[config.mk]
export PLATFORM = sky130hd
export DESIGN_NAME = utf8_validating_decoder
export DESIGN_NICKNAME = d
export VERILOG_FILES = /design/src/hw/rtl/utf8d_pkg.sv /design/src/hw/rtl/utf8d_core.sv /design/src/hw/rtl/utf8d_res_fifo.sv /design/src/hw/rtl/utf8_validating_decoder.sv
export SDC_FILE = /design/constraint.sdc
export NUM_CORES = 1
export LEC_CHECK = 0
export BUFFER_PORTS_ARGS = -buffer_cell sky130_fd_sc_hd__buf_2
export CAP_MARGIN = 0
export CORE_MARGIN = 2
export CORE_UTILIZATION = 55
export CTS_CLUSTER_SIZE = 28
export DETAILED_ROUTE_END_ITERATION = 8
export PLACE_DENSITY = 0.84
export RECOVER_POWER = 100
export REMOVE_ABC_BUFFERS = 1
export SYNTH_ARGS = -nofsm -noshare
export SYNTH_HDL_FRONTEND = slang
export SYNTH_SLANG_ARGS = --single-unit
export TNS_END_PERCENT = 1
[constraint.sdc]
create_clock -name clk -period 3.1 [get_ports clk]
set_input_delay 0.62 -clock clk [delete_from_list [all_inputs] [get_ports clk]]
set_output_delay 0.62 -clock clk [all_outputs]
set_load 0.05 [all_outputs]
[src/hw/rtl/utf8d_pkg.sv]
// utf8d_pkg: shared types and constants for the UTF-8 validating decoder.
// Depends on nothing; used by the core, the result queue, the top level
// and the checker.
package utf8d_pkg;

    // Result status codes
    localparam logic [1:0] ST_CHAR       = 2'd0;
    localparam logic [1:0] ST_INVALID    = 2'd1;
    localparam logic [1:0] ST_INCOMPLETE = 2'd2;

    // Field widths
    localparam int CP_W  = 31;
    localparam int CNT_W = 3;

    // One result beat
    typedef struct packed {
        logic [CP_W-1:0]  code_point;
        logic [1:0]       status;
        logic [CNT_W-1:0] byte_count;
        logic             last_of_run;
    } result_t;

    // Results produced by one byte, handed to the result queue
    typedef struct packed {
        logic [1:0] num;    // 0, 1 or 2 results
        result_t    res0;
        result_t    res1;
    } push_t;

endpackage

[src/hw/rtl/utf8d_core.sv]
// utf8d_core: input register, sequence state and single-pass byte decode.
// Depends on utf8d_pkg (result_t, push_t, status codes).
module utf8d_core (
    input  logic                 clk,
    input  logic                 rst_n,
    // input byte channel
    input  logic                 in_valid,
    output logic                 in_ready,
    input  logic [7:0]           data_byte,
    input  logic                 end_of_data,
    // configuration
    input  logic                 cfg_we,
    input  logic                 cfg_strict,
    // result queue side
    input  logic                 space_ok,
    output utf8d_pkg::push_t     push
);

    // decode of a byte while no sequence is open
    typedef struct packed {
        logic               emit;
        utf8d_pkg::result_t res;
        logic [2:0]         len;
        logic [4:0]         payload;
    } lead_t;

    function automatic lead_t lead_decode(input logic [7:0] b, input logic eod);
        lead_t r;
        r = '0;
        r.res.byte_count = 3'd1;
        if (b < 8'h80) begin
            r.emit = 1'b1;
            r.res.status = utf8d_pkg::ST_CHAR;
            r.res.code_point = {23'd0, b};
        end else if (b < 8'hC0 || b >= 8'hFE) begin
            r.emit = 1'b1;
            r.res.status = utf8d_pkg::ST_INVALID;
        end else begin
            if (b < 8'hE0) begin
                r.len = 3'd2;
                r.payload = b[4:0];
            end else if (b < 8'hF0) begin
                r.len = 3'd3;
                r.payload = {1'b0, b[3:0]};
            end else if (b < 8'hF8) begin
                r.len = 3'd4;
                r.payload = {2'b0, b[2:0]};
            end else if (b < 8'hFC) begin
                r.len = 3'd5;
                r.payload = {3'b0, b[1:0]};
            end else begin
                r.len = 3'd6;
                r.payload = {4'b0, b[0]};
            end
            if (eod) begin
                r.emit = 1'b1;
                r.res.status = utf8d_pkg::ST_INCOMPLETE;
            end
        end
        return r;
    endfunction

    // shortest encoding length of a value
    function automatic logic [2:0] form_length(input logic [30:0] c);
        logic [2:0] l;
        if (c < 31'h80)           l = 3'd1;
        else if (c < 31'h800)     l = 3'd2;
        else if (c < 31'h10000)   l = 3'd3;
        else if (c < 31'h200000)  l = 3'd4;
        else if (c < 31'h4000000) l = 3'd5;
        else                      l = 3'd6;
        return l;
    endfunction

    // Unicode scalar value that is not a noncharacter
    function automatic logic scalar_ok(input logic [30:0] c);
        return (c < 31'h110000)
            && (c[30:11] != 20'h0001B)          // surrogates D800-DFFF
            && (c < 31'hFDD0 || c > 31'hFDEF)
            && (c[15:1] != 15'h7FFF);           // low 16 bits FFFE/FFFF
    endfunction

    // input register
    logic       in_valid_reg;
    logic [7:0] byte_reg;
    logic       eod_reg;
    // sequence state
    logic [2:0]  rem_reg,  rem_next;
    logic [2:0]  len_reg,  len_next;
    logic [30:0] acc_reg,  acc_next;
    logic        strict_reg;

    logic        fire;
    lead_t       lead;
    logic [30:0] acc_shift;
    logic [2:0]  rem_dec;
    utf8d_pkg::result_t r0, r1;
    logic [1:0]  num;

    assign fire     = in_valid_reg && space_ok;
    assign in_ready = !in_valid_reg || fire;

    // input register
    always_ff @(posedge clk or negedge rst_n) begin
        if (!rst_n) begin
            in_valid_reg <= 1'b0;
        end else if (in_ready) begin
            in_valid_reg <= in_valid;
        end
    end

    always_ff @(posedge clk) begin
        if (in_ready && in_valid) begin
            byte_reg <= data_byte;
            eod_reg  <= end_of_data;
        end
    end

    // decode one byte against the open sequence
    assign lead      = lead_decode(byte_reg, eod_reg);
    assign acc_shift = {acc_reg[24:0], byte_reg[5:0]};
    assign rem_dec   = rem_reg - 3'd1;

    always_comb
    begin
        r0       = '0;
        r1       = '0;
        num      = 2'd0;
        rem_next = rem_reg;
        len_next = len_reg;
        acc_next = acc_reg;
        if (rem_reg == 3'd0) begin
            // no sequence open
            if (lead.emit) begin
                r0  = lead.res;
                num = 2'd1;
            end else begin
                len_next = lead.len;
                rem_next = lead.len - 3'd1;
                acc_next = {26'd0, lead.payload};
            end
        end else if (byte_reg[7:6] == 2'b10) begin
            // continuation byte
            acc_next = acc_shift;
            rem_next = rem_dec;
            if (rem_dec == 3'd0) begin
                r0.byte_count = len_reg;
                num = 2'd1;
                if (form_length(acc_shift) != len_reg) begin
                    r0.status = utf8d_pkg::ST_INVALID;
                end else if (strict_reg && !scalar_ok(acc_shift)) begin
                    r0.status = utf8d_pkg::ST_INVALID;
                end else begin
                    r0.status = utf8d_pkg::ST_CHAR;
                    r0.code_point = acc_shift;
                end
                len_next = 3'd0;
                acc_next = '0;
            end else if (eod_reg) begin
                r0.status = utf8d_pkg::ST_INCOMPLETE;
                r0.byte_count = len_reg - rem_dec;
                num = 2'd1;
                rem_next = 3'd0;
                len_next = 3'd0;
                acc_next = '0;
            end
        end else begin
            // sequence cut short; byte then starts over as a lead
            r0.status = (byte_reg == 8'h00) ? utf8d_pkg::ST_INCOMPLETE
                                            : utf8d_pkg::ST_INVALID;
            r0.byte_count = len_reg - rem_reg;
            num = 2'd1;
            rem_next = 3'd0;
            len_next = 3'd0;
            acc_next = '0;
            if (lead.emit) begin
                r1  = lead.res;
                num = 2'd2;
            end else begin
                len_next = lead.len;
                rem_next = lead.len - 3'd1;
                acc_next = {26'd0, lead.payload};
            end
        end
        // flag the final result of this byte
        if (num == 2'd2) begin
            r1.last_of_run = 1'b1;
        end else begin
            r0.last_of_run = 1'b1;
        end
    end

    assign push.num  = fire ? num : 2'd0;
    assign push.res0 = r0;
    assign push.res1 = r1;

    // sequence state and strict mode register
    always_ff @(posedge clk or negedge rst_n) begin
        if (!rst_n) begin
            rem_reg    <= 3'd0;
            len_reg    <= 3'd0;
            acc_reg    <= '0;
            strict_reg <= 1'b1;
        end else begin
            if (fire) begin
                rem_reg <= rem_next;
                len_reg <= len_next;
                acc_reg <= acc_next;
            end
            if (cfg_we) begin
                strict_reg <= cfg_strict;
            end
        end
    end

endmodule

[src/hw/rtl/utf8d_res_fifo.sv]
// utf8d_res_fifo: four-entry result queue, up to two writes and one read
// per cycle. Depends on utf8d_pkg (result_t, push_t).
module utf8d_res_fifo (
    input  logic                 clk,
    input  logic                 rst_n,
    input  utf8d_pkg::push_t     push,
    output logic                 space_ok,
    output logic                 out_valid,
    input  logic                 out_ready,
    output utf8d_pkg::result_t   out_res
);

    localparam int DEPTH = 4;
    localparam int AW    = $clog2(DEPTH);

    utf8d_pkg::result_t mem_reg [DEPTH];
    logic [AW-1:0] wr_ptr_reg, rd_ptr_reg;
    logic [AW:0]   count_reg;
    logic          pop;
    logic [AW-1:0] wr_ptr1;

    assign pop       = out_valid && out_ready;
    assign out_valid = (count_reg != '0);
    assign out_res   = mem_reg[rd_ptr_reg];
    // room for a full run of two results
    assign space_ok  = (count_reg <= (AW+1)'(DEPTH - 2));
    assign wr_ptr1   = wr_ptr_reg + 1'b1;

    // storage
    always_ff @(posedge clk) begin
        if (push.num != 2'd0) begin
            mem_reg[wr_ptr_reg] <= push.res0;
        end
        if (push.num == 2'd2) begin
            mem_reg[wr_ptr1] <= push.res1;
        end
    end

    // pointers and fill count
    always_ff @(posedge clk or negedge rst_n) begin
        if (!rst_n) begin
            wr_ptr_reg <= '0;
            rd_ptr_reg <= '0;
            count_reg  <= '0;
        end else begin
            wr_ptr_reg <= wr_ptr_reg + AW'(push.num);
            if (pop) begin
                rd_ptr_reg <= rd_ptr_reg + 1'b1;
            end
            count_reg <= count_reg + (AW+1)'(push.num) - (AW+1)'(pop);
        end
    end

endmodule

[src/hw/rtl/utf8_validating_decoder.sv]
// utf8_validating_decoder: streaming UTF-8 decoder with validation, top level.
// Depends on utf8d_pkg, utf8d_core and utf8d_res_fifo.
//
//  channel | handshake          | beat
//  --------+--------------------+-----------------------------------------
//  input   | in_valid/in_ready  | data_byte, end_of_data
//  output  | out_valid/out_ready| code_point, status, byte_count, last_of_run
//  config  | cfg_valid/cfg_ready| strict_scalar_check
//
// One byte per clock is accepted while the queue has room for two results;
// a byte passes the input register, its results the result queue. A byte that
// aborts a sequence and yields a second result takes two output beats, so
// such bytes are limited by the single result port of the four-entry queue.
// Reset clears the sequence state and sets strict mode; cfg_ready is always high.
// A stalled output fills the queue, then in_ready drops.
module utf8_validating_decoder (
    input  logic        clk,
    input  logic        rst_n,
    input  logic        in_valid,
    output logic        in_ready,
    input  logic [7:0]  data_byte,
    input  logic        end_of_data,
    output logic        out_valid,
    input  logic        out_ready,
    output logic [30:0] code_point,
    output logic [1:0]  status,
    output logic [2:0]  byte_count,
    output logic        last_of_run,
    input  logic        cfg_valid,
    output logic        cfg_ready,
    input  logic        strict_scalar_check
);

    utf8d_pkg::push_t   push;
    utf8d_pkg::result_t out_res;
    logic               space_ok;

    assign cfg_ready = 1'b1;

    // decode stage
    utf8d_core u_core (
        .clk         (clk),
        .rst_n       (rst_n),
        .in_valid    (in_valid),
        .in_ready    (in_ready),
        .data_byte   (data_byte),
        .end_of_data (end_of_data),
        .cfg_we      (cfg_valid && cfg_ready),
        .cfg_strict  (strict_scalar_check),
        .space_ok    (space_ok),
        .push        (push)
    );

    // result queue
    utf8d_res_fifo u_fifo (
        .clk       (clk),
        .rst_n     (rst_n),
        .push      (push),
        .space_ok  (space_ok),
        .out_valid (out_valid),
        .out_ready (out_ready),
        .out_res   (out_res)
    );

    assign code_point  = out_res.code_point;
    assign status      = out_res.status;
    assign byte_count  = out_res.byte_count;
    assign last_of_run = out_res.last_of_run;

endmodule

# Yosys cells after proc, flatten, opt, wreduce, memory -nomap -nowiden
# Memories as Yosys holds them, arrays and structs flattened.
# Index checks and enable logic that the tools add are counted.
# op_classes
order_cmp	16
muxes	67
eq_ne	8
add_sub_neg	9
reduce_logical	19
# op_table
operator	count
two-way mux 25 bit	5
two-way mux 31 bit	4
two-way mux 37 bit	2
two-way mux 3 bit	19
< comparator 8 bit, second input constant	6
two-way mux 8 bit	6
two-way mux 36 bit	1
greater-than comparator 31 x 16 -> 1 bit, second input constant	1
< comparator 31 x 12 -> 1 bit, second input constant	1
< comparator 31 x 16 -> 1 bit, second input constant	1
< comparator 31 x 17 -> 1 bit, second input constant	1
< comparator 31 x 21 -> 1 bit, second input constant	1
< comparator 31 x 22 -> 1 bit, second input constant	1
< comparator 31 x 27 -> 1 bit, second input constant	1
< comparator 31 x 8 -> 1 bit, second input constant	1
two-way mux 2 bit	11
two-way mux 5 bit	4
!= test 20 x 5 -> 1 bit, second input constant	1
!= test 15 bit, second input constant	1
two-way mux 14 bit	1
two-way mux 1 bit	13
>= comparator 8 bit, second input constant	1
logical NOT 8 bit	1
logical AND 1 bit	7
19 further kinds	28
# word_totals
ram_bits	148
inputBits	15
register_bits	49
n_memories	1
output_inout_bits	40
word_cells	130
# mem_list
name	words	width	read_ports	rd_ports_with_merged_regs	write_ports	line	rtl
u_fifo.mem_reg	4	37	1	0	2	utf8d_res_fifo.sv:16	utf8d_pkg::result_t mem_reg [DEPTH];

# Depth between registers and ports, before layout
# depth
word_depth	14
mapped_depth	12
depth_no_buf	11

# Hierarchy
# From an unflattened synthesis, not the netlist that was laid out.
# hier_totals
cells_unflattened	761
hier_area_um2	10916.7
# by_module_without_submodules
module	n_inst	cells_per_inst	seq_area_each_um2	area_each_um2
utf8d_res_fifo	1	401	4619.4	7886.3
utf8d_core	1	358	1097.3	3019.1
utf8_validating_decoder	1	2	0.0	11.3

# Worst setup path before layout
# Ideal clock, no wire load.
# synth_timing
path_type	reg2reg
from	register u_core.byte_reg[6]
to	register u_fifo.count_reg[2]
n_path_buf	2
period_less_slack_ns	2.920
path_stages_with_launch	12
t_required_ns	2.977
setup_slack_ns	0.180
setup_time_ns	0.123
t_arrival_ns	2.798
path_cell_list	edfxtp_1 -> clkbuf_1 -> and4_1 -> clkbuf_1 -> a21oi_1 -> o21ai_1 -> and2_1 -> nand2_1 -> ha_1 -> fa_1 -> xor2_1 -> xnor2_1
# synth_between
elab_chain_cells	10
elab_cells_between_ends	14
cone_classes	2 x add/sub; 3 x order compare; 1 x eq/ne; 7 x mux; 1 x reduce/logical
# synth_lines
element	line	rtl
start: declaration	utf8d_core.sv:85	logic [7:0] byte_reg;
start signal: assignment	utf8d_core.sv:114	byte_reg <= data_byte;
< comparator 8 bit or >= comparator 8 bit (tied branches)	utf8d_core.sv:35	end else if (b < 8'hC0 || b >= 8'hFE) begin
logical OR 1 bit	utf8d_core.sv:35	
two-way mux 1 bit	utf8d_core.sv:35	
two-way mux 1 bit	utf8d_core.sv:31	if (b < 8'h80) begin
two-way mux 2 bit	utf8d_core.sv:176	if (lead.emit) begin
two-way mux 2 bit	utf8d_core.sv:142	end else if (byte_reg[7:6] == 2'b10) begin
two-way mux 2 bit *	utf8d_core.sv:132	if (rem_reg == 3'd0) begin
two-way mux 2 bit *	utf8d_core.sv:193	assign push.num = fire ? num : 2'd0;
adder 3 x 2 -> 3 bit *	utf8d_res_fifo.sv:50	count_reg <= count_reg + (AW+1)'(push.num) - (AW+1)'(pop);
subtractor 3 x 1 -> 3 bit *	utf8d_res_fifo.sv:50	
end signal: assignment	utf8d_res_fifo.sv:50	
end: declaration	utf8d_res_fifo.sv:18	logic [AW:0] count_reg;
# Mark *: on every way between the ends. The rest lies on a longest branch, timed or not.
# A chain may end at the register's enable or synchronous reset.

# Final worst setup path
# layout_timing
from	register u_fifo.rd_ptr_reg[0]
to	output byte_count[0]
# layout_between
elab_chain_cells	1
# layout_lines
element	line	rtl
start: declaration	utf8d_res_fifo.sv:17	logic [AW-1:0] wr_ptr_reg, rd_ptr_reg;
start signal: assignment	utf8d_res_fifo.sv:48	rd_ptr_reg <= rd_ptr_reg + 1'b1;
memory (4 x 37 bit)	n/a	
end: declaration	utf8_validating_decoder.sv:27	output logic [2:0] byte_count,
# Every way passes these cells.

==> impl_metrics.json <==
{
  "netlist_area_sq_um": 8730,
  "cts_buffers": 17,
  "drc_errors": 0,
  "fp.dieArea_sq_um": 16900,
  "crit_start": "u_fifo.rd_ptr_reg[0]$_DFFE_PN0P_",
  "ios": 55,
  "synth-edff-count": 57,
  "synth_top_area_share": 0.229,
  "p_total_mw": 9.09,
  "first_iter_violations": 904,
  "critPathRequiredTime_ns": 2.48,
  "timing.fmax_mhz": 334,
  "worst-path-max-fanout": 9,
  "dp_hpwl_microns": 13500,
  "min_path_type": "in2reg",
  "area_growth_pct": 14.0,
  "worst_slew_pin_slew_ns": 2.16,
  "period_share": 0.965,
  "die_y_microns": 130,
  "wl_met3_microns": 1520,
  "ir_drop_uv": 652,
  "cap_violations": 1,
  "portBuffers": 53,
  "path_buf_inv": 2,
  "syn_avg_cell_area_sq_um": 10.1,
  "vias": 6894,
  "fin_nets": 949,
  "ys_warn_count": 0,
  "synth_compound_area_frac": 0.132,
  "yosys.area.top_type": "dfxtp_1",
  "synthAdderAreaFrac": 0.0212,
  "route.met2.wl_microns": 10200,
  "synth_xor_area_frac": 0.0110,
  "critPathCapture": "byte_count[0]",
  "synth.distinct_cells": 55,
  "rows": 46,
  "overflow": 0,
  "grt_use_total": 0.262,
  "reg2reg_from": "u_core.acc_reg[23]$_DFFE_PN0P_",
  "wl_met1_microns": 8710,
  "nFillCells": 1201,
  "dr.pass1.iters": 8,
  "insertion_delay_ns": 0.45,
  "antenna_cells": 0,
  "crit_slowest_cell": "dfrtp_1",
  "r2r_end": "u_fifo.mem_reg[1][22]$_SDFFE_PP0P_",
  "drt-wirelength-per-cell_microns": 18.4,
  "leakage_nw": 3.63,
  "muxShareOfSynthArea": 0.0954,
  "crit_type": "reg2out",
  "ys_top_cells_by_area": "dfxtp_1 23%, edfxtp_1 20%, dfrtp_1 11%",
  "skew_ns": 0.0133,
  "synthFlopType": "dfxtp_1",
  "drive_gt1_frac": 0.171,
  "largest_reg_flops": 148,
  "cp.arrival_ns": 2.37,
  "rr_worst_depth": 9,
  "worst-path-stages": 3,
  "grt_antenna_before_repair": 0,
  "end_kind": "output pin",
  "p_per_area_nw_per_um2": 914,
  "initial_core_util": 0.556,
  "drt_wl_total_microns": 21100,
  "cts_setup_buffers": 0,
  "final_cell_area_sq_um": 9950,
  "grt_pass1_vias": 6659,
  "clockBufferDepth": 2,
  "hold_viol_final": 0,
  "max_stage_delay_ns": 0.69,
  "outcome": "finished, violations left",
  "cts_tree": "done",
  "top_layer_used": "met4",
  "vias_per_cell": 5.99,
  "netlist_instances": 862,
  "relSlewSlack": -0.440,
  "drv_slew": 41,
  "clkSinkCount": 197,
  "synth_simple_gate_area_frac": 0.169,
  "grt_first_pass_wirelength_microns": 33800,
  "ys_ff_latch": 197,
  "violations": "capacitance limit, slew limit",
  "dieWidth_microns": 130,
  "cp-start-kind": "flip-flop",
  "synth_top_family_by_area": "simple AND/OR/NAND/NOR gates",
  "grt_start_max_net_pins": 51,
  "clk_pin_slew_ns": 0.08,
  "fin_crit_ns": 2.99,
  "place_area_sq_um": 9400,
  "worstPathCellList": "buf_2 > mux4_2 > clkbuf_2",
  "ff2ff_setup_slack_ns": 0.13,
  "cts_root_buf": "clkbuf_16",
  "ant_nets": 0,
  "ys_seq_area_frac": 0.540,
  "htreeDepth": 4,
  "gp_congestion": 0.926,
  "synthArstFlopShare": 0.203,
  "critical_path.top_delay_family": "flip-flops",
  "setup_violations": 0,
  "design.core.area_sq_um": 15700
}
## what timing repair did
item,in CTS,in global routing
endpoints found under the setup margin,0,70
hold buffers,0,0
hold endpoints to repair,0,0
gates resized for setup,0,4
## worst reg2reg max path: stages, from the launching register on
cell and delay (ns):
dfrtp_1 0.40, or4_1 0.61, or2_2 0.33, o31a_1 0.29, and3_1 0.23, nor4_4 0.28
buf_4 0.20, nand2_1 0.06, buf_4 0.27, o21ai_0 0.23
## Yosys cell counts, types with 3 or more instances
cell / n
nor2b_1: 29
dfxtp_1: 100
mux4_2: 37
and3_1: 3
clkbuf_1: 47
or4_1: 9
nand2b_1: 10
nor2_1: 22
inv_1: 20
xnor2_1: 7
o22ai_1: 12
a31oi_1: 7
dfrtp_1: 39
buf_1: 3
o21ai_0: 140
nand3_1: 18
nor3_1: 6
nand2_1: 202
edfxtp_1: 57
and2_1: 7
o211ai_1: 5
nand4_1: 3
nor4_1: 7
ha_1: 10
a21oi_1: 21
fa_1: 3
xor2_1: 4
## kinds of logic after synthesis
kind of cell             Yosys count
AND/OR/NAND/NOR                  325
AO/OA/AOI/OAI                    207
flip-flops                       197
buffers and inverters             71
multiplexers                      37
adder cells (fa/ha/maj)           13
XOR/XNOR                          11
other                              1
## placed cells by master (no fill, tap or decap), types with 4 or more instances in the layout
cell type / synthesis / routed
a21oi_1: 21 / 18
a31oi_1: 7 / 7
and2_0: 0 / 4
buf_2: 0 / 25
buf_4: 1 / 25
clkbuf_1: 47 / 11
clkbuf_16: 0 / 17
clkbuf_2: 0 / 30
dfrtp_1: 39 / 39
dfxtp_1: 100 / 100
edfxtp_1: 57 / 57
ha_1: 10 / 10
inv_1: 20 / 20
inv_8: 0 / 6
mux4_2: 37 / 37
nand2_1: 202 / 202
nand2b_1: 10 / 10
nand3_1: 18 / 18
nor2_1: 22 / 21
nor2b_1: 29 / 29
nor3_1: 6 / 6
nor4_1: 7 / 5
o211ai_1: 5 / 5
o21ai_0: 140 / 140
o22ai_1: 12 / 12
or4_1: 9 / 9
xnor2_1: 7 / 6
xor2_1: 4 / 4
## worst min path at each step
stage | startpoint | endpoint | slack (ns) | depth (start not counted)
CTS | rst_n | u_fifo.count_reg[0]$_DFF_PN0_ | 0.33 | 1
global placement | u_fifo.mem_reg[1][15]$_SDFFE_PP0P_ | u_fifo.mem_reg[1][15]$_SDFFE_PP0P_ | 0.43 | 2
floorplan | rst_n | u_core.acc_reg[0]$_DFFE_PN0P_ | 0.32 | 0
finish | data_byte[5] | u_core.byte_reg[5]$_DFFE_PP_ | 0.34 | 1
global route | data_byte[4] | u_core.byte_reg[4]$_DFFE_PP_ | 0.33 | 1
detailed placement | u_fifo.mem_reg[3][28]$_SDFFE_PP0P_ | u_fifo.mem_reg[3][28]$_SDFFE_PP0P_ | 0.44 | 2
## cell type report
cell class	count	area, sq um	area share
Clock inverter	14	151	0.0152
Clock buffer	18	429	0.0431
Sequential cell	197	4720	0.474
Timing Repair Buffer	91	512	0.0514
Multi-Input combinational cell	594	3800	0.382
Inverter	20	75.1	0.00754
Tap cell	216	270	0.0271
## power breakdown
| part | internal, mW | switching (mW) |
|---|---|---|
| sequential | 3.06 | 0.282 |
| clock | 1.08 | 1.08 |
| combinational | 1.19 | 2.40 |
## layer usage
layer  vias up  global-route usage
li1       3181                   -
met1      3295               0.350
met2       348               0.423
met3        70              0.0525
met4         0               0.105
met5         -                   0
## per-stage QoR
| stage | cells | TNS (ns) | setup slack [ns] | hold WS [ns] | utilization |
|---|---|---|---|---|---|
| floorplan | 811 | -611.41 | -3.49 | 0.324 | - |
| global placement | 1118 | 0 | 0.249 | 0.428 | 0.598 |
| detailed placement | 1118 | 0 | 0.185 | 0.437 | 0.598 |
| CTS | 1150 | 0 | 0.136 | 0.328 | 0.635 |
| global route | 1150 | -0.00694 | -0.00694 | 0.332 | 0.634 |
| finish | 1150 | 0 | 0.109 | 0.344 | 0.634 |
Power figures use the tool's default switching activity.
